[src/design/okm_pkg.sv]
// Shared constants and the state type of the online k-means block.
// No dependencies; every other file of the block but okm_ram imports this package.
package okm_pkg;

  // Storage sizes
  localparam int MAX_CLUSTERS = 8;
  localparam int MAX_DIMS     = 8;
  localparam int COORD_WIDTH  = 16;

  // Configuration port
  localparam int CFG_W       = 4;
  localparam int LR_W        = 16;
  localparam int CFG_DATA_W  = 16;
  localparam int CFG_IDX_W   = 2;
  localparam logic [CFG_IDX_W-1:0] CFG_NUM_CLUSTERS = 2'd0;
  localparam logic [CFG_IDX_W-1:0] CFG_NUM_DIMS     = 2'd1;
  localparam logic [CFG_IDX_W-1:0] CFG_FORGETFUL    = 2'd2;
  localparam logic [CFG_IDX_W-1:0] CFG_LEARN_RATE   = 2'd3;
  localparam logic [CFG_W-1:0]     RST_NUM_CLUSTERS = 4'd3;
  localparam logic [CFG_W-1:0]     RST_NUM_DIMS     = 4'd3;
  localparam logic [LR_W-1:0]      RST_LEARN_RATE   = 16'd13107;

  // Derived widths
  localparam int OUT_CL_W = 3;
  localparam int CL_W     = (MAX_CLUSTERS > 1) ? $clog2(MAX_CLUSTERS) : 1;
  localparam int DI_W     = (MAX_DIMS > 1) ? $clog2(MAX_DIMS) : 1;
  localparam int K_W      = $clog2(MAX_CLUSTERS + 1);
  localparam int D_W      = $clog2(MAX_DIMS + 1);
  localparam int DEPTH    = MAX_CLUSTERS * MAX_DIMS;
  localparam int ADDR_W   = (DEPTH > 1) ? $clog2(DEPTH) : 1;
  localparam int CNT_W    = 16;
  localparam int DIFF_W   = COORD_WIDTH + 1;
  localparam int MUL_W    = (DIFF_W > LR_W + 1) ? DIFF_W : LR_W + 1;
  localparam int PROD_W   = 2 * MUL_W;
  localparam int ACC_W    = 2 * COORD_WIDTH + $clog2(MAX_DIMS + 1);
  localparam int DIVN_W   = ((COORD_WIDTH > CNT_W) ? COORD_WIDTH : CNT_W) + 2;
  localparam int DIVD_W   = CNT_W + 2;
  localparam int DELTA_W  = (DIVN_W + 1 > PROD_W - LR_W + 1) ? DIVN_W + 1
                                                              : PROD_W - LR_W + 1;
  localparam int NEW_W    = DELTA_W + 1;

  // Sequencer states, one-hot
  typedef enum logic [12:0] {
    S_IDLE  = 13'b0000000000001,
    S_SEED  = 13'b0000000000010,
    S_DRD   = 13'b0000000000100,
    S_DSUB  = 13'b0000000001000,
    S_DMUL  = 13'b0000000010000,
    S_DACC  = 13'b0000000100000,
    S_URD   = 13'b0000001000000,
    S_USUB  = 13'b0000010000000,
    S_UMUL  = 13'b0000100000000,
    S_UDIV  = 13'b0001000000000,
    S_UWAIT = 13'b0010000000000,
    S_UWR   = 13'b0100000000000,
    S_DONE  = 13'b1000000000000
  } state_t;

  // Divider result
  typedef struct packed {
    logic              done;
    logic              rem_nz;
    logic [DIVN_W-1:0] quot;
  } div_res_t;

endpackage

[src/design/online_kmeans_cluster_update.sv]
// Online k-means: one coordinate per item; a point completes after num_dims items.
// A completing item either seeds a new centroid from the buffered point or runs a
// distance pass (one shared multiplier, RAM read, accumulate) and then an update per
// dimension, forgetful or running mean (18-step divider), before its result is posted.
// Non-completing items are only buffered. Reset (synchronous, rst_n low) clears
// control state, member counts and configuration registers; centroids stay undefined.
module online_kmeans_cluster_update (
  input  logic                                clk,
  input  logic                                rst_n,
  input  logic                                in_valid,
  output logic                                in_ready,
  input  logic signed [okm_pkg::COORD_WIDTH-1:0] in_coord,
  output logic                                out_valid,
  input  logic                                out_ready,
  output logic [okm_pkg::OUT_CL_W-1:0]        out_cluster,
  output logic                                out_seeded,
  input  logic                                cfg_we,
  input  logic [okm_pkg::CFG_IDX_W-1:0]       cfg_index,
  input  logic [okm_pkg::CFG_DATA_W-1:0]      cfg_wdata
);
  import okm_pkg::*;

  // Configuration registers
  logic [CFG_W-1:0] num_clusters_r;
  logic [CFG_W-1:0] num_dims_r;
  logic             forgetful_r;
  logic [LR_W-1:0]  learn_rate_r;

  always_ff @(posedge clk) begin
    if (!rst_n) begin
      num_clusters_r <= RST_NUM_CLUSTERS;
      num_dims_r     <= RST_NUM_DIMS;
      forgetful_r    <= 1'b0;
      learn_rate_r   <= RST_LEARN_RATE;
    end else if (cfg_we) begin
      unique case (cfg_index)
        CFG_NUM_CLUSTERS: num_clusters_r <= cfg_wdata[CFG_W-1:0];
        CFG_NUM_DIMS:     num_dims_r     <= cfg_wdata[CFG_W-1:0];
        CFG_FORGETFUL:    forgetful_r    <= cfg_wdata[0];
        CFG_LEARN_RATE:   learn_rate_r   <= cfg_wdata[LR_W-1:0];
      endcase
    end
  end

  // Clamp counts into range
  logic [K_W-1:0] k_eff;
  logic [D_W-1:0] d_eff;
  always_comb begin
    if (num_clusters_r == '0) begin
      k_eff = K_W'(1);
    end else if (int'(num_clusters_r) > MAX_CLUSTERS) begin
      k_eff = K_W'(MAX_CLUSTERS);
    end else begin
      k_eff = K_W'(num_clusters_r);
    end
    if (num_dims_r == '0) begin
      d_eff = D_W'(1);
    end else if (int'(num_dims_r) > MAX_DIMS) begin
      d_eff = D_W'(MAX_DIMS);
    end else begin
      d_eff = D_W'(num_dims_r);
    end
  end

  // State
  state_t                          state_r, state_nxt;
  logic [DI_W-1:0]                 idx_r, idx_nxt;
  logic [K_W-1:0]                  seeded_r, seeded_nxt;
  logic [K_W-1:0]                  k_r, k_nxt;
  logic [D_W-1:0]                  dims_r, dims_nxt;
  logic [CL_W-1:0]                 c_r, c_nxt;
  logic [DI_W-1:0]                 d_r, d_nxt;
  logic [CL_W-1:0]                 best_cl_r, best_cl_nxt;
  logic [ACC_W-1:0]                acc_r, acc_nxt;
  logic [ACC_W-1:0]                best_r, best_nxt;
  logic signed [DIFF_W-1:0]        diff_r, diff_nxt;
  logic signed [COORD_WIDTH-1:0]   cval_r, cval_nxt;
  logic signed [PROD_W-1:0]        prod_r, prod_nxt;
  logic                            neg_r, neg_nxt;
  logic                            seed_r, seed_nxt;
  logic                            out_valid_r, out_valid_nxt;
  logic [OUT_CL_W-1:0]             out_cluster_r, out_cluster_nxt;
  logic                            out_seeded_r, out_seeded_nxt;
  logic signed [COORD_WIDTH-1:0]   pbuf_r [MAX_DIMS];
  logic [CNT_W-1:0]                cnt_r [MAX_CLUSTERS];

  // Centroid store
  logic                   ram_we;
  logic [ADDR_W-1:0]      ram_addr;
  logic [COORD_WIDTH-1:0] ram_wdata;
  logic [COORD_WIDTH-1:0] ram_rdata;

  assign ram_addr = ADDR_W'(ADDR_W'(c_r) * ADDR_W'(MAX_DIMS) + ADDR_W'(d_r));

  okm_ram #(.WIDTH(COORD_WIDTH), .DEPTH(DEPTH)) u_cent (
    .clk   (clk),
    .we    (ram_we),
    .waddr (ram_addr),
    .wdata (ram_wdata),
    .raddr (ram_addr),
    .rdata (ram_rdata)
  );

  // Shared multiplier
  logic signed [MUL_W-1:0] mul_a, mul_b;
  assign mul_a = MUL_W'(diff_r);
  assign mul_b = (state_r == S_UMUL) ? signed'({(MUL_W-LR_W)'(0), learn_rate_r})
                                     : MUL_W'(diff_r);

  // Divider for the running-mean step
  logic                      div_start;
  logic [CNT_W:0]            n_val;
  logic signed [DIVN_W:0]    num_s;
  logic [DIVN_W-1:0]         num_mag;
  logic [DIVD_W-1:0]         den;
  div_res_t                  div_res;

  assign n_val   = {1'b0, cnt_r[c_r]} + 1'b1;
  assign num_s   = ((DIVN_W+1)'(diff_r) <<< 1) + signed'((DIVN_W+1)'(n_val));
  assign num_mag = DIVN_W'(num_s[DIVN_W] ? -num_s : num_s);
  assign den     = DIVD_W'({n_val, 1'b0});

  okm_div u_div (
    .clk      (clk),
    .rst_n    (rst_n),
    .start    (div_start),
    .dividend (num_mag),
    .divisor  (den),
    .res      (div_res)
  );

  // Centroid step and saturation
  logic signed [PROD_W:0]    rnd;
  logic signed [DELTA_W-1:0] delta_f, delta_m, delta;
  logic signed [DELTA_W-1:0] q_s;
  logic signed [NEW_W-1:0]   new_full;
  logic signed [COORD_WIDTH-1:0] new_sat;
  localparam logic signed [NEW_W-1:0] C_MAX = NEW_W'((64'sd1 <<< (COORD_WIDTH-1)) - 1);
  localparam logic signed [NEW_W-1:0] C_MIN = -C_MAX - NEW_W'(1);

  always_comb begin
    rnd     = (PROD_W+1)'(prod_r) + (PROD_W+1)'(64'sd1 <<< (LR_W-1));
    delta_f = DELTA_W'(rnd >>> LR_W);
    q_s     = signed'(DELTA_W'(div_res.quot));
    delta_m = neg_r ? (-q_s - DELTA_W'(div_res.rem_nz)) : q_s;
    delta   = forgetful_r ? delta_f : delta_m;
    new_full = NEW_W'(cval_r) + NEW_W'(delta);
    if (new_full > C_MAX) begin
      new_sat = COORD_WIDTH'(C_MAX);
    end else if (new_full < C_MIN) begin
      new_sat = COORD_WIDTH'(C_MIN);
    end else begin
      new_sat = COORD_WIDTH'(new_full);
    end
  end

  // Sequencer
  logic [D_W-1:0]   idx_inc;
  logic             last_d, last_c;
  logic [ACC_W-1:0] acc_sum;

  assign idx_inc = D_W'(idx_r) + 1'b1;
  assign last_d  = (d_r == DI_W'(dims_r - 1'b1));
  assign last_c  = (c_r == CL_W'(k_r - 1'b1));
  assign acc_sum = acc_r + ACC_W'($unsigned(prod_r));

  always_comb begin
    state_nxt       = state_r;
    idx_nxt         = idx_r;
    seeded_nxt      = seeded_r;
    k_nxt           = k_r;
    dims_nxt        = dims_r;
    c_nxt           = c_r;
    d_nxt           = d_r;
    best_cl_nxt     = best_cl_r;
    acc_nxt         = acc_r;
    best_nxt        = best_r;
    diff_nxt        = diff_r;
    cval_nxt        = cval_r;
    prod_nxt        = prod_r;
    neg_nxt         = neg_r;
    seed_nxt        = seed_r;
    out_valid_nxt   = out_valid_r & ~out_ready;
    out_cluster_nxt = out_cluster_r;
    out_seeded_nxt  = out_seeded_r;
    ram_we          = 1'b0;
    ram_wdata       = new_sat;
    div_start       = 1'b0;
    unique case (state_r)
      S_IDLE: begin
        if (in_valid) begin
          if (idx_inc < d_eff) begin
            idx_nxt = DI_W'(idx_inc);
          end else begin
            // Point complete: seed or classify
            idx_nxt  = '0;
            k_nxt    = k_eff;
            dims_nxt = d_eff;
            d_nxt    = '0;
            acc_nxt  = '0;
            if (seeded_r < k_eff) begin
              c_nxt     = CL_W'(seeded_r);
              seed_nxt  = 1'b1;
              state_nxt = S_SEED;
            end else begin
              c_nxt     = '0;
              seed_nxt  = 1'b0;
              state_nxt = S_DRD;
            end
          end
        end
      end
      S_SEED: begin
        ram_we    = 1'b1;
        ram_wdata = pbuf_r[d_r];
        d_nxt     = d_r + 1'b1;
        if (last_d) begin
          seeded_nxt = seeded_r + 1'b1;
          state_nxt  = S_DONE;
        end
      end
      S_DRD: begin
        state_nxt = S_DSUB;
      end
      S_DSUB: begin
        diff_nxt  = DIFF_W'(pbuf_r[d_r]) - DIFF_W'(signed'(ram_rdata));
        state_nxt = S_DMUL;
      end
      S_DMUL: begin
        prod_nxt  = mul_a * mul_b;
        state_nxt = S_DACC;
      end
      S_DACC: begin
        acc_nxt   = acc_sum;
        d_nxt     = d_r + 1'b1;
        state_nxt = S_DRD;
        if (last_d) begin
          // Keep the strictly nearer cluster
          acc_nxt = '0;
          d_nxt   = '0;
          if (c_r == '0 || acc_sum < best_r) begin
            best_nxt    = acc_sum;
            best_cl_nxt = c_r;
          end
          if (last_c) begin
            c_nxt     = (c_r == '0 || acc_sum < best_r) ? c_r : best_cl_r;
            state_nxt = S_URD;
          end else begin
            c_nxt = c_r + 1'b1;
          end
        end
      end
      S_URD: begin
        state_nxt = S_USUB;
      end
      S_USUB: begin
        cval_nxt  = signed'(ram_rdata);
        diff_nxt  = DIFF_W'(pbuf_r[d_r]) - DIFF_W'(signed'(ram_rdata));
        state_nxt = forgetful_r ? S_UMUL : S_UDIV;
      end
      S_UMUL: begin
        prod_nxt  = mul_a * mul_b;
        state_nxt = S_UWR;
      end
      S_UDIV: begin
        div_start = 1'b1;
        neg_nxt   = num_s[DIVN_W];
        state_nxt = S_UWAIT;
      end
      S_UWAIT: begin
        if (div_res.done) begin
          state_nxt = S_UWR;
        end
      end
      S_UWR: begin
        ram_we    = 1'b1;
        d_nxt     = d_r + 1'b1;
        state_nxt = last_d ? S_DONE : S_URD;
      end
      S_DONE: begin
        // Hold until the result slot is free
        if (!out_valid_r || out_ready) begin
          out_valid_nxt   = 1'b1;
          out_cluster_nxt = OUT_CL_W'(c_r);
          out_seeded_nxt  = seed_r;
          state_nxt       = S_IDLE;
        end
      end
      default: state_nxt = S_IDLE;
    endcase
  end

  always_ff @(posedge clk) begin
    if (!rst_n) begin
      state_r     <= S_IDLE;
      idx_r       <= '0;
      seeded_r    <= '0;
      out_valid_r <= 1'b0;
      for (int i = 0; i < MAX_CLUSTERS; i++) begin
        cnt_r[i] <= '0;
      end
    end else begin
      state_r     <= state_nxt;
      idx_r       <= idx_nxt;
      seeded_r    <= seeded_nxt;
      out_valid_r <= out_valid_nxt;
      // Advance the member count of the chosen cluster, saturating
      if (state_r == S_DONE && state_nxt == S_IDLE && cnt_r[c_r] != '1) begin
        cnt_r[c_r] <= cnt_r[c_r] + 1'b1;
      end
    end
    k_r           <= k_nxt;
    dims_r        <= dims_nxt;
    c_r           <= c_nxt;
    d_r           <= d_nxt;
    best_cl_r     <= best_cl_nxt;
    acc_r         <= acc_nxt;
    best_r        <= best_nxt;
    diff_r        <= diff_nxt;
    cval_r        <= cval_nxt;
    prod_r        <= prod_nxt;
    neg_r         <= neg_nxt;
    seed_r        <= seed_nxt;
    out_cluster_r <= out_cluster_nxt;
    out_seeded_r  <= out_seeded_nxt;
    // Capture the coordinate of an accepted item
    if (state_r == S_IDLE && in_valid) begin
      pbuf_r[idx_r] <= in_coord;
    end
  end

  assign in_ready    = (state_r == S_IDLE);
  assign out_valid   = out_valid_r;
  assign out_cluster = out_cluster_r;
  assign out_seeded  = out_seeded_r;

`ifndef SYNTH
  a_out_from_done: assert property (@(posedge clk) disable iff (!rst_n)
    $rose(out_valid) |-> $past(state_r == S_DONE))
    else $error("result raised outside the done step");
  a_seed_bound: assert property (@(posedge clk) disable iff (!rst_n)
    int'(seeded_r) <= MAX_CLUSTERS)
    else $error("seeded count beyond cluster storage");
  a_div_owner: assert property (@(posedge clk) disable iff (!rst_n)
    div_res.done |-> state_r == S_UWAIT)
    else $error("divider finished outside its wait step");
`endif

endmodule

[src/design/okm_ram.sv]
// Generic single-write, single-read RAM with registered read data.
// Stands alone; used for the centroid store.
module okm_ram #(
  parameter int WIDTH = 16,
  parameter int DEPTH = 64
) (
  input  logic                     clk,
  input  logic                     we,
  input  logic [$clog2(DEPTH)-1:0] waddr,
  input  logic [WIDTH-1:0]         wdata,
  input  logic [$clog2(DEPTH)-1:0] raddr,
  output logic [WIDTH-1:0]         rdata
);

  logic [WIDTH-1:0] mem [DEPTH];

  // Write and registered read
  always_ff @(posedge clk) begin
    if (we) begin
      mem[waddr] <= wdata;
    end
    rdata <= mem[raddr];
  end

endmodule

[src/design/okm_div.sv]
// Restoring unsigned divider, one quotient bit per cycle.
// Depends on okm_pkg for widths and the result struct.
module okm_div (
  input  logic                      clk,
  input  logic                      rst_n,
  input  logic                      start,
  input  logic [okm_pkg::DIVN_W-1:0] dividend,
  input  logic [okm_pkg::DIVD_W-1:0] divisor,
  output okm_pkg::div_res_t         res
);
  import okm_pkg::*;

  localparam int STEP_W = $clog2(DIVN_W);

  logic              busy_r, busy_nxt;
  logic              done_r, done_nxt;
  logic [STEP_W-1:0] step_r, step_nxt;
  logic [DIVN_W-1:0] quot_r, quot_nxt;
  logic [DIVD_W-1:0] rem_r, rem_nxt;
  logic [DIVD_W-1:0] den_r, den_nxt;
  logic [DIVD_W:0]   trial;

  // One restoring step per cycle
  always_comb begin
    busy_nxt = busy_r;
    done_nxt = 1'b0;
    step_nxt = step_r;
    quot_nxt = quot_r;
    rem_nxt  = rem_r;
    den_nxt  = den_r;
    trial    = {rem_r, quot_r[DIVN_W-1]};
    if (start) begin
      busy_nxt = 1'b1;
      step_nxt = '0;
      quot_nxt = dividend;
      rem_nxt  = '0;
      den_nxt  = divisor;
    end else if (busy_r) begin
      if (trial >= {1'b0, den_r}) begin
        rem_nxt  = DIVD_W'(trial - {1'b0, den_r});
        quot_nxt = {quot_r[DIVN_W-2:0], 1'b1};
      end else begin
        rem_nxt  = DIVD_W'(trial);
        quot_nxt = {quot_r[DIVN_W-2:0], 1'b0};
      end
      step_nxt = step_r + 1'b1;
      if (step_r == STEP_W'(DIVN_W - 1)) begin
        busy_nxt = 1'b0;
        done_nxt = 1'b1;
      end
    end
  end

  always_ff @(posedge clk) begin
    if (!rst_n) begin
      busy_r <= 1'b0;
      done_r <= 1'b0;
    end else begin
      busy_r <= busy_nxt;
      done_r <= done_nxt;
    end
    step_r <= step_nxt;
    quot_r <= quot_nxt;
    rem_r  <= rem_nxt;
    den_r  <= den_nxt;
  end

  assign res.done   = done_r;
  assign res.rem_nz = |rem_r;
  assign res.quot   = quot_r;

endmodule

[config.mk]
export PLATFORM = sky130hd
export DESIGN_NAME = online_kmeans_cluster_update
export DESIGN_NICKNAME = d
export VERILOG_FILES = /design/src/design/okm_pkg.sv /design/src/design/online_kmeans_cluster_update.sv /design/src/design/okm_ram.sv /design/src/design/okm_div.sv
export SDC_FILE = /design/constraint.sdc
export NUM_CORES = 2
export LEC_CHECK = 0
export ABC_CLOCK_PERIOD_IN_PS = 10900
export CAP_MARGIN = 20
export CORE_MARGIN = 1
export CORE_UTILIZATION = 44
export DETAILED_ROUTE_END_ITERATION = 7
export DONT_BUFFER_PORTS = 1
export GPL_TIMING_DRIVEN = 1
export SLEW_MARGIN = 20
export SYNTH_ARGS = -nofsm -noshare
export SYNTH_HDL_FRONTEND = slang
export SYNTH_SLANG_ARGS = --single-unit
[constraint.sdc]
create_clock -name clk -period 10.9 [get_ports clk]
set_clock_uncertainty 0.1 [all_clocks]
set_input_delay 1.09 -clock clk [delete_from_list [all_inputs] [get_ports clk]]
set_output_delay 1.09 -clock clk [all_outputs]
set_load 0.005 [all_outputs]
== Yosys cells after proc, flatten, opt, wreduce, memory -nomap -nowiden ==
Memory sizes are Yosys's and may differ from the RTL's. A register that Yosys moved wholly into a read port is not among the register bits.
Cells that the tools add are included.

* Input bits: 39
* Flip-flop bits (word level): 266
* Bits in latches: 0
* Memories kept: 3
* Memory bits (writable): 1280
* Output and inout port bits: 6
* Bits in read-only memories: 0
* Word-level logic and storage cells: 184

{| class="wikitable"
|+ Memories
! name !! words !! width !! rd ports !! clocked after memory_dff !! write ports !! RTL line !! source
|-
| u_cent.mem || 64 || 16 || 1 || 1 || 1 || okm_ram.sv:15 || <nowiki>logic [WIDTH-1:0] mem [DEPTH];</nowiki>
|-
| cnt_r || 8 || 16 || 1 || 1 || 8 || online_kmeans_cluster_update.sv:85 || <nowiki>logic [CNT_W-1:0] cnt_r [MAX_CLUSTERS];</nowiki>
|-
| pbuf_r || 8 || 16 || 1 || 1 || 1 || online_kmeans_cluster_update.sv:84 || <nowiki>logic signed [COORD_WIDTH-1:0] pbuf_r [MAX_DIMS];</nowiki>
|}

* Div/mod/pow operators: 0
* Multipliers: 1
* Bitwise operators: 5
* Shift-type cells: 0
* Reductions and logical operators: 32
* Equality and inequality tests: 24
* Magnitude comparators: 8
* Muxes and demuxes: 64
* $add $sub $neg: 19

{| class="wikitable"
|+ Operators with widths
! cell !! count
|-
| $pmux 13 s13 || 1
|-
| $mux 36 || 3
|-
| $mux 13 || 6
|-
| $mux 18 || 4
|-
| $pmux 36 s2 || 1
|-
| $mux 16 || 4
|-
| $mux 3 || 14
|-
| $mux 19 || 2
|-
| $add 36x34->36 || 1
|-
| $lt 36x36->1 || 1
|-
| $add 34x17->35 const B || 1
|-
| $mul 17x17->34 || 1
|-
| $eq 13x1->1 const B || 2
|-
| $add 16x19->20 || 1
|-
| $gt 20x16->1 const B || 1
|-
| $lt 20x16->1 const B || 1
|-
| $add 18x18->19 || 1
|-
| $ge 19x18->1 || 1
|-
| $mux 1 || 19
|-
| $neg 18->19 || 1
|-
| $sub 19x1->19 || 1
|-
| $neg 18->18 || 1
|-
| $reduce_or 18->1 || 1
|-
| $sub 18x18->18 || 1
|-
| 51 further kinds || 83
|}

== Logic depth before layout (Yosys ltp) ==
* Depth after elaboration: 16
* Mapped depth: 32
* Gate-level depth less buffers: 29

== By module ==
A second synthesis with hierarchy kept.

* Cell total of the unflattened synthesis: 5663
* Area total of the unflattened synthesis: 80582.3 sq um

{| class="wikitable"
|+ By module, submodules not included
! module !! instances !! seq. area each (sq um) !! cells each !! area an instance (sq um)
|-
| okm_ram || 1 || 31069.8 || 1835 || 40073.4
|-
| online_kmeans_cluster_update || 1 || 13533.0 || 3464 || 36899.1
|-
| okm_div || 1 || 1581.5 || 364 || 3609.7
|}

== Least setup slack after synthesis ==
Ideal clock, no wire load.

* Path type: flip-flop to flip-flop
* Start: reg state_r[6]
* End: reg prod_r[33] (data pin)
* Setup slack: 2.734 ns
* Arrival: 7.804 ns
* Required time: 10.537 ns
* Clock period less this slack: 8.166 ns
* Cell stages (with the launch flop): 32
* Buffers on the path: 4
* Setup time: 0.263 ns
* Cell sequence: dfxtp_1 clkbuf_1 nor2_1 and3_1 nand3_1 or3b_2 clkbuf_1 buf_2 mux2_2 clkbuf_1 nand2_1 fa_1 inv_1 fa_1 inv_1 fa_1 inv_1 fa_1 fa_1 inv_1 fa_1 inv_1 ha_1 or4_1 or2_0 o21ai_0 nor3_1 o22a_1 a221o_1 a21o_1 a311oi_1 xnor2_1

* Cells in the longest elaborated chain, start to end: 3

{| class="wikitable"
|+ Ends and longest elaborated chain
! item !! RTL line !! source
|-
| start: declaration || online_kmeans_cluster_update.sv:66 || <nowiki>state_t state_r, state_nxt;</nowiki>
|-
| start signal: assignment || online_kmeans_cluster_update.sv:303 || <nowiki>state_r <= state_nxt;</nowiki>
|-
| $eq 13x9->1 || online_kmeans_cluster_update.sv:107, online_kmeans_cluster_update.sv:189 ||
|-
| $mux 17 || online_kmeans_cluster_update.sv:107 || <nowiki>assign mul_b = (state_r == S_UMUL) ? signed'({(MUL_W-LR_W)'(0), learn_rate_r})</nowiki>
|-
| $mul 17x17->34 || online_kmeans_cluster_update.sv:230, online_kmeans_cluster_update.sv:262 ||
|-
| end signal: assignment || online_kmeans_cluster_update.sv:321 || <nowiki>prod_r <= prod_nxt;</nowiki>
|-
| end: declaration || online_kmeans_cluster_update.sv:78 || <nowiki>logic signed [PROD_W-1:0] prod_r, prod_nxt;</nowiki>
|}

Every way passes these cells.
A chain may end at the register's enable or synchronous reset.

== Worst setup path after layout ==
* Start: reg state_r[6]
* End: reg prod_r[31] (data pin)

The elaborated chain is that of the path after synthesis.

==> run summary <==
status: completed
ys async rst share: 0%
Die Footprint: 0.176 sq mm
I/O pin total: 45
Num CTS Buffers: 165
period utilization: 80.3%
crit-path max FO: 36
CP required: 11.31 ns
mean routed wirelength per cell: 25.2 um
drt pass-1 iters: 6
Clock Latency Late Sink: 0.83 ns
count of cell types in the netlist: 97
minimum clock period: 8.75 ns
ANT nets after route: 0
initial antenna violation count: 5
post-CTS setup buffers: 0
detailed placement HPWL: 130000 um
Port Buffers: 0
Setup TNS: 0 ns
vias in the first global route: 47300
placed cell count: 7871
Post-synth EDFFs: 1475
hold buffer count at cts: 0
top cell type's share of synthesized area: 57.6%
Max-Cap Viols: 0
Clock Sinks: 1568
Yosys warnings: 0
Synth Instances: 5639
Final WS setup: 2.15 ns
hold path cells: 0
Total Power: 17.2 mW
Top FF cell, synth: edfxtp_1
CP Launch Type: flop
Resize count post-CTS: 0
hold violation count in the final report: 0
Clock transition at path regs: 0.06 ns
root buffer cell: clkbuf_16
Place WS: 2.23 ns
final non-filler cell total: 8173
die height: 420 um
RR Endpoint: prod_r[31]
hold_sp: in_coord[4]
PD cells: 201 mW/mm^2
largest net degree at the start of global routing: 101
DRC: 0
crit path kind: flop to flop
Lkg Pwr: 30.8 nW
sequential area share after synthesis: 60.0%
first-pass GRT wire length: 308000 um
Post-Synthesis Net Count: 6239
fraction of layout cells with a size suffix above 1: 9.18%
Slew HR: 20.4%
DR iter-0 viols: 4296
GR Util All Layers: 23.5%
Syn Area/Cell: 13.6 sq um
#FFs+latches synth: 1568
# nets final: 6314
row count: 153
Placer Congestion: 0.879
hold endpoint: pbuf_r[0][4]
FMAX: 114 MHz
Hold Crit Class: input port to flop
wirelength, routed: 206000 um
core footprint: 0.174 sq mm
FF-to-FF setup slack: 2.15 ns
biggest area consumer among synthesized cells: edfxtp_1
gr ovfl total: 0
Vias/cell: 5.80
unrepaired setup endpoints after global routing: no
Critical Path Sink Type: flop
Final setup viols: 0
main area contributors after synthesis: edfxtp_1 (58%), fa_1 (7.8%), ha_1 (4.2%)
via count: 47400
crit path DAT: 9.16 ns
mapped cell area: 0.0769 sq mm
peak supply drop: 0.164 mV
R2R Path Start: state_r[6]
r2r worst-path depth: 27
CTS tree: done
Final Max Slew Viols: 0
maximum clock insertion buffer count: 3
Fillers: 14800
Final Util: 49.2%
die width: 420 um
worst slew pin tran: 1.18 ns
H-tree Lvls: 4
Layout area overhead: 11.2%
Initial Util: 44.3%
[final cells by class]
class / count / area (sq um) / area share (%)
clock inverter: 88 / 916 / 1.07
multi-input combinational: 3345 / 28100 / 32.9
clock buffer: 212 / 4340 / 5.08
timing repair buffer: 160 / 1270 / 1.49
tap: 2325 / 2910 / 3.40
inverter: 474 / 1780 / 2.09
sequential: 1568 / 46200 / 54.0
antenna: 1 / 2.50 / 0.00293
[per-stage QoR]
step           instance area, sq um  hold WS (ns)
3_3_place_gp                  80100         0.314
6_report                      85400         0.267
3_5_place_dp                  80200         0.311
2_1_floorplan                 76900         0.300
5_1_grt                       85400         0.223
4_1_cts                       85400         0.202
[layer usage]
| layer | GRT usage, % | share of wire (%) |
|---|---|---|
| met1 | 31.2 | 41 |
| met3 | 3.58 | 6.6 |
| met5 | 0 | 0.014 |
| met4 | 8.46 | 3.7 |
| met2 | 39.2 | 49 |
[power breakdown]
part,switching [mW],internal [mW],total (mW)
clock,2.41,3.06,5.47
sequential,0.115,6.90,7.01
combinational,3.07,1.61,4.68
[logic make-up after synthesis]
group | after synthesis | share of synthesized area, %
fa+ha+maj | 561 | 12.1
compound gates | 1176 | 10.9
flops | 1568 | 60.0
xor+xnor | 189 | 2.16
simple gates | 1276 | 8.02
buf+inv | 726 | 3.75
mux | 143 | 3.05
[flip-flops by register name, summed over array words and instances, names as in the netlist, 4 cells and up, named ones only]
name and count:
u_cent.mem 1024, best_r 36, acc_r 36, u_div.den_r 17
u_div.rem_r 18, u_cent.rdata 16, u_div.step_r 5, cval_r 16
seeded_r 4, num_clusters_r 4, diff_r 17, prod_r 34
u_div.quot_r 18, learn_rate_r 16, cnt_r 128, num_dims_r 4
pbuf_r 128, state_r 13
[worst max path at each step]
stage | start | to | slack [ns]
global route | state_r[6] | prod_r[33] | 1.69
global placement | state_r[6] | prod_r[33] | 2.17
finish | state_r[6] | prod_r[31] | 2.15
detailed placement | state_r[6] | prod_r[33] | 2.23
floorplan | state_r[6] | prod_r[33] | 2.73
CTS | state_r[6] | prod_r[33] | 2.15
[cells in the mapped netlist (all sizes together), types with 10 or more instances]
cell and number:
a22oi 298, or2 15, ha 260, a21o 51, inv 472, nor2b 78
xor2 67, nand2 350, a211oi 29, and3 56, o21bai 10, mux2 30
o21ai 119, nand4 41, xnor2 122, mux2i 49, nor3 64, nor2 373
a21oi 170, and2 93, fa 301, nor4 35, nand3 77, a31oi 122
o31ai 15, mux4 64, edfxtp 1475, dfxtp 93, buf 59, o211ai 29
clkbuf 193, nand2b 34, a22o 110, a221oi 112, or3 13, o21a 35
[critical path, stage by stage (launching register included)]
cell,delay [ns]
dfxtp_1,0.38
nor2_1,0.25
and3_1,0.26
nand3_1,0.14
or3b_2,0.48
buf_4,0.29
mux2_2,0.51
and2_1,0.25
fa_1,0.53
inv_1,0.05
fa_1,0.47
inv_1,0.05
fa_1,0.49
fa_1,0.50
fa_1,0.49
inv_1,0.05
fa_1,0.51
inv_1,0.05
ha_1,0.23
or4_1,0.58
or2_0,0.24
o21ai_0,0.12
nor3_1,0.13
o22a_1,0.27
a221o_1,0.35
a21o_1,0.22
o31ai_1,0.28
xnor2_1,0.13
[cells in the final DEF, fill, tap and decap left out, types with 107 or more instances in the layout]
| cell type | synthesis | final |
|---|---|---|
| a21oi_1 | 170 | 170 |
| a221oi_1 | 112 | 112 |
| a22o_1 | 110 | 110 |
| a22oi_1 | 298 | 298 |
| a31oi_1 | 122 | 122 |
| buf_4 | 6 | 154 |
| clkbuf_16 | 0 | 166 |
| edfxtp_1 | 1475 | 1475 |
| fa_1 | 301 | 301 |
| ha_1 | 260 | 260 |
| inv_1 | 471 | 471 |
| nand2_1 | 346 | 346 |
| nor2_1 | 373 | 365 |
| o21ai_0 | 108 | 107 |
| xnor2_1 | 121 | 121 |
Power figures use the tool's default switching activity.
